$ cat config.mk
export PLATFORM = sky130hd
export DESIGN_NAME = energy_vad_hangover_top_flat
export DESIGN_NICKNAME = d
export VERILOG_FILES = /design/src/design/evh_pkg.sv /design/src/design/evh_if.sv /design/src/design/energy_vad_hangover_top.sv /design/src/design/evh_front.sv /design/src/design/evh_queue.sv /design/src/design/evh_back.sv /design/src/flat_wrapper.sv
export VERILOG_INCLUDE_DIRS = /design/src /design/src/design
export SDC_FILE = /design/constraint.sdc
export NUM_CORES = 2
export LEC_CHECK = 0
export BUFFER_PORTS_ARGS = -buffer_cell sky130_fd_sc_hd__buf_2
export CAP_MARGIN = 25
export CORE_MARGIN = 2
export CORE_UTILIZATION = 55
export CTS_BUF_LIST = sky130_fd_sc_hd__clkbuf_16
export DETAILED_ROUTE_END_ITERATION = 8
export PLACE_DENSITY_LB_ADDON = 0.3
export SYNTH_ARGS = -nofsm -noshare
export SYNTH_HDL_FRONTEND = slang
export SYNTH_SLANG_ARGS = --single-unit
$ cat constraint.sdc
create_clock -name clock -period 16.3 [get_ports clock]
set_input_delay 1.63 -clock clock [delete_from_list [all_inputs] [get_ports clock]]
set_output_delay 1.63 -clock clock [all_outputs]
set_load 0.02 [all_outputs]
$ cat src/design/assert_macros.svh
// Assertion macros shared by the design files.
`ifndef ASSERT_MACROS_SVH
`define ASSERT_MACROS_SVH
`ifndef SYNTH
`define EVH_ASSERT(lbl, prop, msg) \
   lbl: assert property (@(posedge clock) disable iff (reset) prop) else $error(msg);
`define EVH_ASSERT_RST(lbl, prop, msg) \
   lbl: assert property (@(posedge clock) prop) else $error(msg);
`else
`define EVH_ASSERT(lbl, prop, msg)
`define EVH_ASSERT_RST(lbl, prop, msg)
`endif
`endif

$ cat src/design/evh_pkg.sv
// Package with types, constants and reset values of the voice activity detector.
`timescale 1ns / 1ps
package evh_pkg;

   localparam int MAX_WINDOW_DEF  = 1024;
   localparam int SAMPLE_BITS_DEF = 16;
   localparam int QUEUE_DEPTH     = 2;

   localparam int ENERGY_W = 31;
   localparam int WIN_W    = 10;
   localparam int MS_W     = 16;
   localparam int DUR_W    = 24;
   localparam int HANG_W   = 17;
   localparam int FRAMES_W = 16;
   localparam int CSR_W    = 31;

   localparam logic [DUR_W-1:0]    DUR_MAX    = {DUR_W{1'b1}};
   localparam logic [HANG_W-1:0]   HANG_MAX   = {HANG_W{1'b1}};
   localparam logic [FRAMES_W-1:0] FRAMES_MAX = {FRAMES_W{1'b1}};

   localparam logic [ENERGY_W-1:0] THRESHOLD_RST = 31'd1048576;
   localparam logic [WIN_W-1:0]    WINDOW_MS_RST = 10'd20;
   localparam logic [MS_W-1:0]     MIN_SOUND_RST = 16'd100;
   localparam logic [MS_W-1:0]     POST_BUF_RST  = 16'd200;

   typedef enum logic [1:0] {
      REG_THRESHOLD = 2'd0,
      REG_WINDOW_MS = 2'd1,
      REG_MIN_SOUND = 2'd2,
      REG_POST_BUF  = 2'd3
   } evh_reg_type;

   typedef enum logic [1:0] {
      ST_SILENCE   = 2'd0,
      ST_CANDIDATE = 2'd1,
      ST_ACTIVE    = 2'd2,
      ST_HANGOVER  = 2'd3
   } evh_mode_type;

   typedef enum logic [1:0] {
      PH_IDLE,
      PH_DIV,
      PH_STEP
   } evh_phase_type;

   typedef struct packed {
      logic              we;
      evh_reg_type       index;
      logic [CSR_W-1:0]  wdata;
   } evh_csr_type;

endpackage

$ cat src/design/evh_if.sv
// Stream interfaces for sample transactions and window result transactions.
`timescale 1ns / 1ps
interface evh_req_if #(
   parameter int SAMPLE_BITS = 16
);
   logic                          valid;
   logic                          ready;
   logic signed [SAMPLE_BITS-1:0] sample;
   logic                          window_end;

   modport source (output valid, output sample, output window_end, input ready);
   modport sink   (input valid, input sample, input window_end, output ready);
endinterface

interface evh_rsp_if;
   import evh_pkg::*;
   logic                  valid;
   logic                  ready;
   logic [ENERGY_W-1:0]   energy;
   logic                  voice_flag;
   logic [DUR_W-1:0]      voice_duration_ms;
   logic [1:0]            detector_state;

   modport source (output valid, output energy, output voice_flag,
                   output voice_duration_ms, output detector_state, input ready);
   modport sink   (input valid, input energy, input voice_flag,
                   input voice_duration_ms, input detector_state, output ready);
endinterface

$ cat src/design/energy_vad_hangover_top.sv
// Top level of the energy threshold voice activity detector with hangover.
`timescale 1ns / 1ps
// Samples are taken one per cycle while a window accumulates; squaring and
// accumulation form a two-stage front end. Each closed window goes into a
// two-entry queue, and the back end loads it, runs a restoring divider that
// forms the mean energy one bit per cycle, and then steps the detector.
// Windows shorter than the back end's time per window throttle the sample
// input once the queue fills; a result waiting at the output register holds
// the back end in its step, so the next division starts only after that
// result is taken. No clearing pass follows reset.
module energy_vad_hangover_top #(
   parameter int MAX_WINDOW  = evh_pkg::MAX_WINDOW_DEF,
   parameter int SAMPLE_BITS = evh_pkg::SAMPLE_BITS_DEF
) (
   input  logic                          clock,
   input  logic                          reset,
   evh_req_if.sink                       req_chan,
   evh_rsp_if.source                     rsp_chan,
   input  logic                          csr_we,
   input  logic [1:0]                    csr_index,
   input  logic [evh_pkg::CSR_W-1:0]     csr_wdata
);
   import evh_pkg::*;

   localparam int SUM_W = $clog2(MAX_WINDOW) + ENERGY_W;
   localparam int CNT_W = $clog2(MAX_WINDOW + 1);

   logic               q_push;
   logic               q_pop;
   logic               q_full;
   logic               q_empty;
   logic [SUM_W-1:0]   push_sum;
   logic [CNT_W-1:0]   push_cnt;
   logic [SUM_W-1:0]   pop_sum;
   logic [CNT_W-1:0]   pop_cnt;
   evh_csr_type        csr;

   assign csr.we    = csr_we;
   assign csr.index = evh_reg_type'(csr_index);
   assign csr.wdata = csr_wdata;

   evh_front #(
      .MAX_WINDOW  (MAX_WINDOW),
      .SAMPLE_BITS (SAMPLE_BITS),
      .SUM_W       (SUM_W),
      .CNT_W       (CNT_W)
   ) u_front (
      .clock  (clock),
      .reset  (reset),
      .req    (req_chan),
      .q_full (q_full),
      .q_push (q_push),
      .q_sum  (push_sum),
      .q_cnt  (push_cnt)
   );

   evh_queue #(
      .WIDTH (SUM_W + CNT_W),
      .DEPTH (QUEUE_DEPTH)
   ) u_queue (
      .clock     (clock),
      .reset     (reset),
      .push      (q_push),
      .push_data ({push_sum, push_cnt}),
      .pop       (q_pop),
      .pop_data  ({pop_sum, pop_cnt}),
      .full      (q_full),
      .empty     (q_empty)
   );

   evh_back #(
      .MAX_WINDOW (MAX_WINDOW),
      .SUM_W      (SUM_W),
      .CNT_W      (CNT_W)
   ) u_back (
      .clock   (clock),
      .reset   (reset),
      .csr     (csr),
      .q_empty (q_empty),
      .q_sum   (pop_sum),
      .q_cnt   (pop_cnt),
      .q_pop   (q_pop),
      .rsp     (rsp_chan)
   );

endmodule

$ cat src/design/evh_front.sv
// Front end: squares samples, accumulates a window and pushes closed windows.
`timescale 1ns / 1ps
module evh_front #(
   parameter int MAX_WINDOW  = evh_pkg::MAX_WINDOW_DEF,
   parameter int SAMPLE_BITS = evh_pkg::SAMPLE_BITS_DEF,
   parameter int SUM_W       = $clog2(MAX_WINDOW) + evh_pkg::ENERGY_W,
   parameter int CNT_W       = $clog2(MAX_WINDOW + 1)
) (
   input  logic              clock,
   input  logic              reset,
   evh_req_if.sink           req,
   input  logic              q_full,
   output logic              q_push,
   output logic [SUM_W-1:0]  q_sum,
   output logic [CNT_W-1:0]  q_cnt
);
   import evh_pkg::*;

   localparam int SHL   = (SAMPLE_BITS < 16) ? 2 * (16 - SAMPLE_BITS) : 0;
   localparam int SHR   = (SAMPLE_BITS > 16) ? 2 * (SAMPLE_BITS - 16) : 0;
   localparam int SQX_W = 2 * SAMPLE_BITS + SHL;

   logic [SAMPLE_BITS-1:0]   mag;
   logic [2*SAMPLE_BITS-1:0] sq;
   logic [SQX_W-1:0]         sq_ext;

   logic                 s1_valid_ff;
   logic [ENERGY_W-1:0]  s1_sq_ff;
   logic                 s1_end_ff;
   logic [SUM_W-1:0]     sum_ff;
   logic [CNT_W-1:0]     cnt_ff;

   logic [SUM_W-1:0]     sum_in;
   logic [CNT_W-1:0]     cnt_in;
   logic                 close;
   logic                 s1_adv;
   logic                 take;

   always_comb begin
      mag    = req.sample[SAMPLE_BITS-1] ? (~req.sample + 1'b1) : req.sample;
      sq     = mag * mag;
      sq_ext = (SQX_W'(sq) << SHL) >> SHR;
   end

   assign sum_in = sum_ff + SUM_W'(s1_sq_ff);
   assign cnt_in = cnt_ff + 1'b1;
   assign close  = s1_end_ff || (cnt_in == CNT_W'(MAX_WINDOW));
   assign s1_adv = s1_valid_ff && !(close && q_full);
   assign req.ready = !s1_valid_ff || s1_adv;
   assign take   = req.valid && req.ready;

   assign q_push = s1_adv && close;
   assign q_sum  = sum_in;
   assign q_cnt  = cnt_in;

   always_ff @(posedge clock) begin
      if (reset) begin
         s1_valid_ff <= 1'b0;
         sum_ff      <= '0;
         cnt_ff      <= '0;
      end else begin
         if (take) begin
            s1_valid_ff <= 1'b1;
         end else if (s1_adv) begin
            s1_valid_ff <= 1'b0;
         end
         if (s1_adv) begin
            if (close) begin
               sum_ff <= '0;
               cnt_ff <= '0;
            end else begin
               sum_ff <= sum_in;
               cnt_ff <= cnt_in;
            end
         end
      end
   end

   always_ff @(posedge clock) begin
      if (take) begin
         s1_sq_ff  <= sq_ext[ENERGY_W-1:0];
         s1_end_ff <= req.window_end;
      end
   end

endmodule

$ cat src/design/evh_queue.sv
// Short flip-flop queue of closed windows between front and back end.
`timescale 1ns / 1ps
`include "assert_macros.svh"
module evh_queue #(
   parameter int WIDTH = 52,
   parameter int DEPTH = evh_pkg::QUEUE_DEPTH
) (
   input  logic              clock,
   input  logic              reset,
   input  logic              push,
   input  logic [WIDTH-1:0]  push_data,
   input  logic              pop,
   output logic [WIDTH-1:0]  pop_data,
   output logic              full,
   output logic              empty
);
   import evh_pkg::*;

   localparam int PTR_W = (DEPTH > 1) ? $clog2(DEPTH) : 1;
   localparam int CNT_W = $clog2(DEPTH + 1);

   logic [WIDTH-1:0] mem_ff [DEPTH];
   logic [PTR_W-1:0] wr_ptr_ff;
   logic [PTR_W-1:0] rd_ptr_ff;
   logic [CNT_W-1:0] cnt_ff;

   function automatic logic [PTR_W-1:0] wrap_inc(input logic [PTR_W-1:0] p);
      return (p == PTR_W'(DEPTH - 1)) ? '0 : p + 1'b1;
   endfunction

   assign full     = (cnt_ff == CNT_W'(DEPTH));
   assign empty    = (cnt_ff == '0);
   assign pop_data = mem_ff[rd_ptr_ff];

   always_ff @(posedge clock) begin
      if (reset) begin
         wr_ptr_ff <= '0;
         rd_ptr_ff <= '0;
         cnt_ff    <= '0;
      end else begin
         if (push) begin
            wr_ptr_ff <= wrap_inc(wr_ptr_ff);
         end
         if (pop) begin
            rd_ptr_ff <= wrap_inc(rd_ptr_ff);
         end
         if (push && !pop) begin
            cnt_ff <= cnt_ff + 1'b1;
         end else if (pop && !push) begin
            cnt_ff <= cnt_ff - 1'b1;
         end
      end
   end

   always_ff @(posedge clock) begin
      if (push) begin
         mem_ff[wr_ptr_ff] <= push_data;
      end
   end

   `EVH_ASSERT(a_no_push_full, push |-> !full, "window pushed into full queue")
   `EVH_ASSERT(a_no_pop_empty, pop |-> !empty, "window popped from empty queue")
   `EVH_ASSERT_RST(a_cnt_bound, reset || (cnt_ff <= CNT_W'(DEPTH)), "queue count beyond depth")

endmodule

$ cat src/design/evh_back.sv
// Back end: divides window energy, steps the detector and holds the result.
`timescale 1ns / 1ps
`include "assert_macros.svh"
module evh_back #(
   parameter int MAX_WINDOW = evh_pkg::MAX_WINDOW_DEF,
   parameter int SUM_W      = $clog2(MAX_WINDOW) + evh_pkg::ENERGY_W,
   parameter int CNT_W      = $clog2(MAX_WINDOW + 1)
) (
   input  logic                  clock,
   input  logic                  reset,
   input  evh_pkg::evh_csr_type  csr,
   input  logic                  q_empty,
   input  logic [SUM_W-1:0]      q_sum,
   input  logic [CNT_W-1:0]      q_cnt,
   output logic                  q_pop,
   evh_rsp_if.source             rsp
);
   import evh_pkg::*;

   localparam int ITER_W = $clog2(SUM_W);

   evh_phase_type        phase_ff, phase_in;
   logic [ITER_W-1:0]    iter_ff;
   logic [SUM_W-1:0]     num_ff;
   logic [CNT_W-1:0]     rem_ff;
   logic [CNT_W-1:0]     den_ff;

   logic [ENERGY_W-1:0]  thr_ff;
   logic [WIN_W-1:0]     win_ff;
   logic [MS_W-1:0]      min_ff;
   logic [MS_W-1:0]      post_ff;

   evh_mode_type         mode_ff, mode_in;
   logic [FRAMES_W-1:0]  cand_ff, cand_in;
   logic [HANG_W-1:0]    hang_ff, hang_in;
   logic [DUR_W-1:0]     voice_ff, voice_in;

   logic                 rsp_valid_ff;
   logic [ENERGY_W-1:0]  rsp_energy_ff;
   logic                 rsp_active_ff;
   logic [DUR_W-1:0]     rsp_dur_ff;
   logic [1:0]           rsp_state_ff;

   logic [CNT_W:0]       rem_shift;
   logic                 ge;
   logic                 out_free;
   logic                 step_go;
   logic [ENERGY_W-1:0]  energy;
   logic                 voiced;
   logic [DUR_W:0]       voice_add;
   logic [DUR_W-1:0]     voice_sat;
   logic [FRAMES_W:0]    cand_add;
   logic [FRAMES_W-1:0]  cand_sat;
   logic [FRAMES_W+WIN_W-1:0] cand_prod;
   logic [HANG_W:0]      hang_add;
   logic [HANG_W-1:0]    hang_sat;
   logic                 active;

   assign rem_shift = {rem_ff, num_ff[SUM_W-1]};
   assign ge        = rem_shift >= {1'b0, den_ff};
   assign out_free  = !rsp_valid_ff || rsp.ready;
   assign q_pop     = (phase_ff == PH_IDLE) && !q_empty;
   assign step_go   = (phase_ff == PH_STEP) && out_free;

   always_comb begin
      phase_in = phase_ff;
      unique case (phase_ff)
         PH_IDLE: begin
            if (!q_empty) begin
               phase_in = PH_DIV;
            end
         end
         PH_DIV: begin
            if (iter_ff == '0) begin
               phase_in = PH_STEP;
            end
         end
         PH_STEP: begin
            if (out_free) begin
               phase_in = PH_IDLE;
            end
         end
         default: phase_in = PH_IDLE;
      endcase
   end

   always_comb begin
      energy    = num_ff[ENERGY_W-1:0];
      voiced    = energy > thr_ff;
      voice_add = {1'b0, voice_ff} + (DUR_W + 1)'(win_ff);
      voice_sat = (voice_add > {1'b0, DUR_MAX}) ? DUR_MAX : voice_add[DUR_W-1:0];
      cand_add  = {1'b0, cand_ff} + 1'b1;
      cand_sat  = (cand_add > {1'b0, FRAMES_MAX}) ? FRAMES_MAX : cand_add[FRAMES_W-1:0];
      cand_prod = (FRAMES_W + WIN_W)'(cand_sat) * (FRAMES_W + WIN_W)'(win_ff);
      hang_add  = {1'b0, hang_ff} + (HANG_W + 1)'(win_ff);
      hang_sat  = (hang_add > {1'b0, HANG_MAX}) ? HANG_MAX : hang_add[HANG_W-1:0];

      mode_in  = mode_ff;
      cand_in  = cand_ff;
      hang_in  = hang_ff;
      voice_in = (mode_ff != ST_SILENCE) ? voice_sat : voice_ff;
      unique case (mode_ff)
         ST_SILENCE: begin
            if (voiced) begin
               mode_in  = ST_CANDIDATE;
               cand_in  = FRAMES_W'(1);
               voice_in = DUR_W'(win_ff);
            end
         end
         ST_CANDIDATE: begin
            if (voiced) begin
               cand_in = cand_sat;
               if (cand_prod >= (FRAMES_W + WIN_W)'(min_ff)) begin
                  mode_in = ST_ACTIVE;
               end
            end else begin
               mode_in = ST_SILENCE;
               cand_in = '0;
            end
         end
         ST_ACTIVE: begin
            if (!voiced) begin
               mode_in = ST_HANGOVER;
               hang_in = '0;
            end
         end
         ST_HANGOVER: begin
            if (voiced) begin
               mode_in = ST_ACTIVE;
            end else begin
               hang_in = hang_sat;
               if (hang_sat >= HANG_W'(post_ff)) begin
                  mode_in = ST_SILENCE;
               end
            end
         end
         default: mode_in = ST_SILENCE;
      endcase
      active = (mode_in == ST_ACTIVE) || (mode_in == ST_HANGOVER);
   end

   always_ff @(posedge clock) begin
      if (reset) begin
         phase_ff     <= PH_IDLE;
         thr_ff       <= THRESHOLD_RST;
         win_ff       <= WINDOW_MS_RST;
         min_ff       <= MIN_SOUND_RST;
         post_ff      <= POST_BUF_RST;
         mode_ff      <= ST_SILENCE;
         cand_ff      <= '0;
         hang_ff      <= '0;
         voice_ff     <= '0;
         rsp_valid_ff <= 1'b0;
      end else begin
         phase_ff <= phase_in;
         if (csr.we) begin
            unique case (csr.index)
               REG_THRESHOLD: thr_ff  <= csr.wdata[ENERGY_W-1:0];
               REG_WINDOW_MS: win_ff  <= csr.wdata[WIN_W-1:0];
               REG_MIN_SOUND: min_ff  <= csr.wdata[MS_W-1:0];
               REG_POST_BUF:  post_ff <= csr.wdata[MS_W-1:0];
               default: ;
            endcase
         end
         if (step_go) begin
            mode_ff  <= mode_in;
            cand_ff  <= cand_in;
            hang_ff  <= hang_in;
            voice_ff <= voice_in;
         end
         if (step_go) begin
            rsp_valid_ff <= 1'b1;
         end else if (rsp.ready) begin
            rsp_valid_ff <= 1'b0;
         end
      end
   end

   always_ff @(posedge clock) begin
      if (q_pop) begin
         num_ff  <= q_sum;
         den_ff  <= q_cnt;
         rem_ff  <= '0;
         iter_ff <= ITER_W'(SUM_W - 1);
      end else if (phase_ff == PH_DIV) begin
         num_ff  <= {num_ff[SUM_W-2:0], ge};
         rem_ff  <= ge ? CNT_W'(rem_shift - {1'b0, den_ff}) : rem_shift[CNT_W-1:0];
         iter_ff <= iter_ff - 1'b1;
      end
      if (step_go) begin
         rsp_energy_ff <= energy;
         rsp_active_ff <= active;
         rsp_dur_ff    <= active ? voice_in : '0;
         rsp_state_ff  <= mode_in;
      end
   end

   assign rsp.valid             = rsp_valid_ff;
   assign rsp.energy            = rsp_energy_ff;
   assign rsp.voice_flag        = rsp_active_ff;
   assign rsp.voice_duration_ms = rsp_dur_ff;
   assign rsp.detector_state    = rsp_state_ff;

   `EVH_ASSERT(a_den_nonzero, (phase_ff == PH_DIV) |-> (den_ff != '0), "divide by empty window")

endmodule
$ cat src/flat_wrapper.sv
// flat-port wrapper written by rule: the top's interface ports become plain ports
module energy_vad_hangover_top_flat import evh_pkg::*;
#(
   parameter int MAX_WINDOW  = evh_pkg::MAX_WINDOW_DEF,
   parameter int SAMPLE_BITS = evh_pkg::SAMPLE_BITS_DEF
)
  (clock, reset, csr_we, csr_index, csr_wdata, req_chan_valid, req_chan_sample, req_chan_window_end, req_chan_ready, rsp_chan_valid, rsp_chan_energy, rsp_chan_voice_flag, rsp_chan_voice_duration_ms, rsp_chan_detector_state, rsp_chan_ready);
  evh_req_if #(.SAMPLE_BITS(SAMPLE_BITS)) req_chan_i ();
  evh_rsp_if rsp_chan_i ();
  input  logic clock;
  input  logic reset;
  input  logic csr_we;
  input  logic [1:0] csr_index;
  input  logic [evh_pkg::CSR_W-1:0] csr_wdata;
  input wire logic [$bits(req_chan_i.valid)-1:0] req_chan_valid;
  input wire logic [$bits(req_chan_i.sample)-1:0] req_chan_sample;
  input wire logic [$bits(req_chan_i.window_end)-1:0] req_chan_window_end;
  output wire logic [$bits(req_chan_i.ready)-1:0] req_chan_ready;
  output wire logic [$bits(rsp_chan_i.valid)-1:0] rsp_chan_valid;
  output wire logic [$bits(rsp_chan_i.energy)-1:0] rsp_chan_energy;
  output wire logic [$bits(rsp_chan_i.voice_flag)-1:0] rsp_chan_voice_flag;
  output wire logic [$bits(rsp_chan_i.voice_duration_ms)-1:0] rsp_chan_voice_duration_ms;
  output wire logic [$bits(rsp_chan_i.detector_state)-1:0] rsp_chan_detector_state;
  input wire logic [$bits(rsp_chan_i.ready)-1:0] rsp_chan_ready;
  assign req_chan_i.valid = req_chan_valid;
  assign req_chan_i.sample = req_chan_sample;
  assign req_chan_i.window_end = req_chan_window_end;
  assign req_chan_ready = req_chan_i.ready;
  assign rsp_chan_valid = rsp_chan_i.valid;
  assign rsp_chan_energy = rsp_chan_i.energy;
  assign rsp_chan_voice_flag = rsp_chan_i.voice_flag;
  assign rsp_chan_voice_duration_ms = rsp_chan_i.voice_duration_ms;
  assign rsp_chan_detector_state = rsp_chan_i.detector_state;
  assign rsp_chan_i.ready = rsp_chan_ready;
  energy_vad_hangover_top #(.MAX_WINDOW(MAX_WINDOW), .SAMPLE_BITS(SAMPLE_BITS)) u_core (.clock(clock), .reset(reset), .req_chan(req_chan_i), .rsp_chan(rsp_chan_i), .csr_we(csr_we), .csr_index(csr_index), .csr_wdata(csr_wdata));
endmodule
# Word level (Yosys, flattened, before mapping)
# Memories as Yosys holds them, arrays and structs flattened. A register that Yosys moved wholly into a read port is not among the register bits.
# Cells that the tools add are included.
[totals]
reg_bits = 351
ramBits = 104
input_bits = 55
word_cells = 145
mem_count = 1
[mem_list]
columns = ["memory", "depth", "word_bits", "rd", "rd_clocked_by_memory_dff", "wr", "line_no", "source"]
rows = [
  ["u_core.u_queue.mem_ff", 2, 52, 1, 1, 1, "evh_queue.sv:22", "logic [WIDTH-1:0] mem_ff [DEPTH];"],
]
[classes]
addsub = 12
multipliers = 2
n_lt_le_gt_ge = 7
n_eq_ne = 18
muxes = 41
bitwise_logic = 1
n_reduce_logical = 37
[op_table]
columns = ["op", "count"]
rows = [
  ["two-way mux 41 bit", 3],
  ["two-way mux 24 bit", 4],
  ["two-way mux 16 bit", 4],
  ["two-way mux 17 bit", 3],
  ["adder 41 x 31 -> 41 bit", 1],
  ["case mux 17 bit (2 select lines)", 1],
  ["case mux 16 bit (2 select lines)", 1],
  ["> comparator 31 bit", 1],
  ["multiplier 16 x 16 -> 31 bit", 1],
  [">= comparator 26 x 16 -> 1 bit", 1],
  ["multiplier 16 x 10 -> 26 bit", 1],
  ["adder 24 x 10 -> 25 bit", 1],
  ["> comparator 25 x 24 -> 1 bit, second input constant", 1],
  ["two-way mux 11 bit", 2],
  ["two-way mux 2 bit", 11],
  ["adder 17 x 10 -> 18 bit", 1],
  ["> comparator 18 x 17 -> 1 bit, second input constant", 1],
  ["adder 16 x 1 -> 17 bit, second input constant", 1],
  [">= comparator 17 x 16 -> 1 bit", 1],
  ["> comparator 17 x 16 -> 1 bit, second input constant", 1],
  ["adder 16 x 1 -> 16 bit, second input constant", 1],
  ["equality test 2 bit, second input constant", 8],
  ["inverter 16 bit", 1],
  ["nonzero test 2 bit", 7],
  ["21 further kinds", 60],
]

# Logic depth before layout (Yosys ltp)
[logic_depth]
word_depth = 11
ltp_mapped = 39
ltp_nobuf = 36

# Hierarchy
# A second synthesis with hierarchy kept.
[unflattened]
cells_unflattened = 3756
area_unflattened_um2 = 35400.2
[modules_own_cells]
columns = ["mod", "instances", "cells_each", "area_each_um2"]
rows = [
  ["evh_back", 1, 2214, 19329.8],
  ["evh_front", 1, 1358, 12111.6],
  ["evh_queue", 1, 184, 3958.8],
]

# Worst setup path before layout
# Ideal clock, no wire load.
[synth_path]
kind = "input-to-reg"
startpoint = "input port req_chan_sample[0]"
endpoint = "register u_core.u_front.s1_sq_ff[25], data pin"
setup_time_ps = 262
arrival_ps = 8568
required_time_ps = 16038
path_slack_ps = 7470
cell_stages = 31
cell_sequence = "clkbuf_1 > inv_1 > clkbuf_1 > ha_1 > nand2b_1 > or3_4 > o31a_1 > xnor2_1 > inv_1 > clkbuf_1 > nand2_1 > fa_1 > inv_1 > fa_1 > fa_1 > fa_1 > inv_1 > fa_1 > inv_1 > fa_1 > ha_1 > clkbuf_1 > a21o_1 > a21o_1 > nor3b_1 > o211ai_1 > a31oi_1 > nor2b_1 > o2111ai_1 > and3b_1 > nor3_1"
[synth_via]
elab_chain_cells = 4
[synth_rtl]
columns = ["element", "line_no", "source"]
rows = [
  ["from (decl)", "flat_wrapper.sv:16", "input wire logic [$bits(req_chan_i.sample)-1:0] req_chan_sample;"],
  ["inverter 16 bit", "evh_front.sv:40", "mag = req.sample[SAMPLE_BITS-1] ? (~req.sample + 1'b1) : req.sample;"],
  ["adder 16 x 1 -> 16 bit", "evh_front.sv:40", ""],
  ["two-way mux 16 bit *", "evh_front.sv:40", ""],
  ["multiplier 16 x 16 -> 31 bit *", "evh_front.sv:41", "sq = mag * mag;"],
  ["net u_core.u_front.sq[25]", "evh_front.sv:24", "logic [2*SAMPLE_BITS-1:0] sq;"],
  ["to (signal assigned)", "evh_front.sv:81", "s1_sq_ff <= sq_ext[ENERGY_W-1:0];"],
  ["to (decl)", "evh_front.sv:28", "logic [ENERGY_W-1:0] s1_sq_ff;"],
]
# The timed path passes the listed nets; every way through them passes the cells marked *.
# A chain may end at the register's enable or synchronous reset.

# Worst setup path after layout
[layout_path]
startpoint = "register u_core.u_back.cand_ff[1]"
endpoint = "register u_core.u_back.rsp_dur_ff[12] (netlist: u_core.u_back.rsp.voice_duration_ms[12]), data pin"
[layout_via]
elab_chain_cells = 10
elab_cells_between_ends = 11
[layout_rtl]
columns = ["element", "line_no", "source"]
rows = [
  ["from (decl)", "evh_back.sv:34", "logic [FRAMES_W-1:0] cand_ff, cand_in;"],
  ["from (signal assigned)", "evh_back.sv:167", "cand_ff <= cand_in;"],
  ["adder 16 x 1 -> 17 bit *", "evh_back.sv:92", "cand_add = {1'b0, cand_ff} + 1'b1;"],
  ["> comparator 17 x 16 -> 1 bit", "evh_back.sv:93", "cand_sat = (cand_add > {1'b0, FRAMES_MAX}) ? FRAMES_MAX : cand_add[FRAMES_W-1:0];"],
  ["two-way mux 16 bit *", "evh_back.sv:93", ""],
  ["multiplier 16 x 10 -> 26 bit *", "evh_back.sv:94", "cand_prod = (FRAMES_W + WIN_W)'(cand_sat) * (FRAMES_W + WIN_W)'(win_ff);"],
  [">= comparator 26 x 16 -> 1 bit *", "evh_back.sv:113", "if (cand_prod >= (FRAMES_W + WIN_W)'(min_ff)) begin"],
  ["two-way mux 2 bit *", "evh_back.sv:113", ""],
  ["two-way mux 2 bit *", "evh_back.sv:111", "if (voiced) begin"],
  ["case mux 2 bit (4 select lines) *", "evh_back.sv:102", "unique case (mode_ff)"],
  ["equality test 2 bit", "evh_back.sv:139", "active = (mode_in == ST_ACTIVE) || (mode_in == ST_HANGOVER);"],
  ["logical OR 1 bit *", "evh_back.sv:139", ""],
  ["to (signal assigned)", "evh_back.sv:193", "rsp_dur_ff <= active ? voice_in : '0;"],
  ["to (decl)", "evh_back.sv:41", "logic [DUR_W-1:0] rsp_dur_ff;"],
]
# Every way passes the cells marked *; elsewhere a longest branch is shown, timed or not.

==> results_dict.tcl <==
set metrics [dict create \
    skew_ns 0.0312 \
    routabilityCongestion 0.926 \
    cts_buffer_depth 3 \
    slew_violations 0 \
    timing.final.crit_share 0.622 \
    syn_area_per_cell_um2 9.54 \
    power_w 0.00728 \
    ys.flop_type "edfxtp_1" \
    synth_enable_flop_cells 245 \
    drive_gt1_frac 0.0790 \
    yosysSeqAreaShare 0.333 \
    hold_start "u_core.u_back.thr_ff[13]" \
    r2r_setup_slack_ns 6.17 \
    die_height_um 255 \
    status "completed" \
    fill_cells 5311 \
    io_pins 115 \
    holdWs_ns 0.455 \
    post-cts-setup-buffers 0 \
    netlist_area_um2 34700 \
    synthArstFlopShare 0 \
    cp_data_required_time_ns 16.61 \
    hold_buffers 0 \
    cts_buffers 48 \
    hold_viol 0 \
    worst_r2r_endpoint "u_core.u_back.rsp.voice_duration_ms[12]" \
    crit_path_end_kind "flip-flop" \
    via_per_inst 5.67 \
    final_cell_mix "450 x nand2_1, 425 x inv_1, 286 x ha_1, 277 x fa_1, 266 x nor2_1" \
    yosysWarnings 0 \
    die_w_um 255 \
    critPathArrivalTime_ns 10.44 \
    drt_iter0_drc 2098 \
    worstMarginPinSlew_ns 1.16 \
    path_class "flip-flop to flip-flop" \
    netlist_instances 3633 \
    cp_slowest_cell "fa_1" \
    synth.distinct_cells 93 \
    first_global_vias 25000 \
    period_minus_slack_ns 10.13 \
    wl_per_cell_um 17.6 \
    area_delta_synth_final_pct 8.84 \
    drc_errors 0 \
    row_count 92 \
    slew_headroom 0.227 \
    setup_tns_ns 0 \
    cts_tree "yes" \
    cts-root-buf "clkbuf_16" \
    final_common_cell "nand2_1" \
    port_buffers 114 \
    antenna_left 0 \
    clkSlewWorstSetupHoldPaths_ns 0.06 \
    slowest_delay_ns 0.54 \
    hpwl_mm 59.7 \
    drv_cap 0 \
    die_area_um2 65100 \
    total_leakage_power_nw 16.6 \
    nets 4313 \
    reg2reg_depth 37 \
    grt_max_degree 91 \
    cp-start-kind "flip-flop" \
    whs_endpoint "u_core.u_back.thr_ff[13]" \
    clock_sinks 455 \
    ys_ff_latch 455 \
    core_um2 62700 \
    peakVddDrop_mv 0.388 \
    finalSetupViolations 0 \
    hold_path_depth 2 \
    overflow 0 \
    grt_pass1_wl_mm 130 \
    power.density_nw_per_um2 193 \
    antenna_found_initial 3 \
    num_vias 26000 \
    clkLatencyLatePin_ns 0.60 \
    htreeDepth 2 \
    routed_wl_mm 80.5 \
    cts_resized 0 \
    grt.total_usage 0.248 \
    worstPathMaxFanout 26 \
    r2r-start "u_core.u_back.cand_ff[1]" \
    drt_pre_antenna_iters 5 \
    worstHoldPathType "flip-flop to flip-flop" \
    fmax_mhz 98.7 \
    initial_core_util 0.553 \
    rsz0062_at_grt "no" \
]
[through the flow]
| stage | util | area, um2 | cells | setup WS, ns |
|---|---|---|---|---|
| after floorplan | - | 34700 | 3643 | 7.47 |
| after global placement | 0.574 | 36000 | 4482 | 6.52 |
| after detailed placement | 0.575 | 36100 | 4486 | 6.24 |
| after CTS | 0.600 | 37600 | 4576 | 6.32 |
| after global routing | 0.602 | 37700 | 4582 | 5.65 |
| final | 0.602 | 37700 | 4582 | 6.17 |
[logic make-up after synthesis]
kind of cell,count (synthesis),synth area share
AO/OA/AOI/OAI,700,0.129
adder cells (fa/ha/maj),563,0.263
buffers and inverters,574,0.0637
other,2,0.000217
AND/OR/NAND/NOR,1111,0.149
flip-flops,455,0.333
XOR/XNOR,140,0.0360
multiplexers,88,0.0262
[cell type report]
type / count / area [um2] / area share
Multi-Input combinational cell: 2614 / 21000 / 0.556
Sequential cell: 455 / 11600 / 0.306
Inverter: 426 / 1600 / 0.0424
Clock buffer: 50 / 1250 / 0.0332
Tap cell: 846 / 1060 / 0.0280
Timing Repair Buffer: 150 / 935 / 0.0248
Clock inverter: 40 / 335 / 0.00889
Antenna cell: 1 / 2.50 / 0.0000663
[power by group]
part           internal (W)  total (W)  switching (W)
logic               0.00185    0.00440        0.00255
clock network      0.000611    0.00109       0.000481
registers           0.00166    0.00178       0.000121
total               0.00412    0.00728        0.00316
[sequential cells by signal, indices dropped and copies added (netlist names), 6 cells and up, named ones only]
signal / cells
u_core.u_back.post_ff: 16
u_core.u_back.win_ff: 10
u_core.u_back.rem_ff: 11
u_core.u_front.cnt_ff: 11
u_core.u_back.thr_ff: 31
u_core.u_back.min_ff: 16
u_core.u_back.rsp.voice_duration_ms: 24
u_core.u_back.voice_ff: 24
u_core.u_front.sum_ff: 41
u_core.u_back.cand_ff: 16
u_core.u_back.hang_ff: 17
u_core.u_front.s1_sq_ff: 30
u_core.u_back.rsp.energy: 31
u_core.u_back.den_ff: 11
u_core.u_back.iter_ff: 6
u_core.u_queue.mem_ff: 104
u_core.u_back.num_ff: 41
[synthesized netlist by cell type (all sizes together) (52+ instances only)]
master,number,share of area
xor2,54,0.014
nand3,66,0.0095
dfxtp,210,0.12
a22oi,59,0.013
a21o,52,0.011
xnor2,86,0.022
fa,277,0.16
nand2,451,0.049
ha,286,0.10
edfxtp,245,0.21
a21oi,214,0.031
nor2,267,0.029
o21ai,150,0.022
mux2i,66,0.019
and2,102,0.018
inv,422,0.046
clkbuf,113,0.012
[worst max-delay path by stage]
| stage | startpoint | endpoint | cells past startpoint |
|---|---|---|---|
| final | u_core.u_back.cand_ff[1] | u_core.u_back.rsp.voice_duration_ms[12] | 37 |
| after global routing | u_core.u_back.cand_ff[0] | u_core.u_back.rsp.voice_duration_ms[13] | 37 |
| after detailed placement | req_chan_sample[0] | u_core.u_front.s1_sq_ff[25] | 25 |
| after CTS | u_core.u_back.cand_ff[0] | u_core.u_back.rsp.voice_duration_ms[13] | 37 |
| after global placement | u_core.u_back.cand_ff[0] | u_core.u_back.rsp.voice_duration_ms[12] | 36 |
| after floorplan | req_chan_sample[0] | u_core.u_front.s1_sq_ff[25] | 31 |
[metal layers]
metal  vias to the layer above  track usage  part of all wire
met5                         -            0                 0
li1                      12500            -                 -
met2                       792        0.389              0.45
met4                         0       0.0657             0.021
met1                     12600        0.363              0.46
met3                       117       0.0353             0.069
[critical path, delay by kind of cell, from the launching register on]
family	cells	cell delay, ns
adder cells (fa/ha/maj)	8	3.46
AND/OR/NAND/NOR	10	2.37
flip-flops	1	0.44
buffers and inverters	7	0.85
AO/OA/AOI/OAI	12	2.71
No activity file was read; power rests on OpenSTA's default activity.
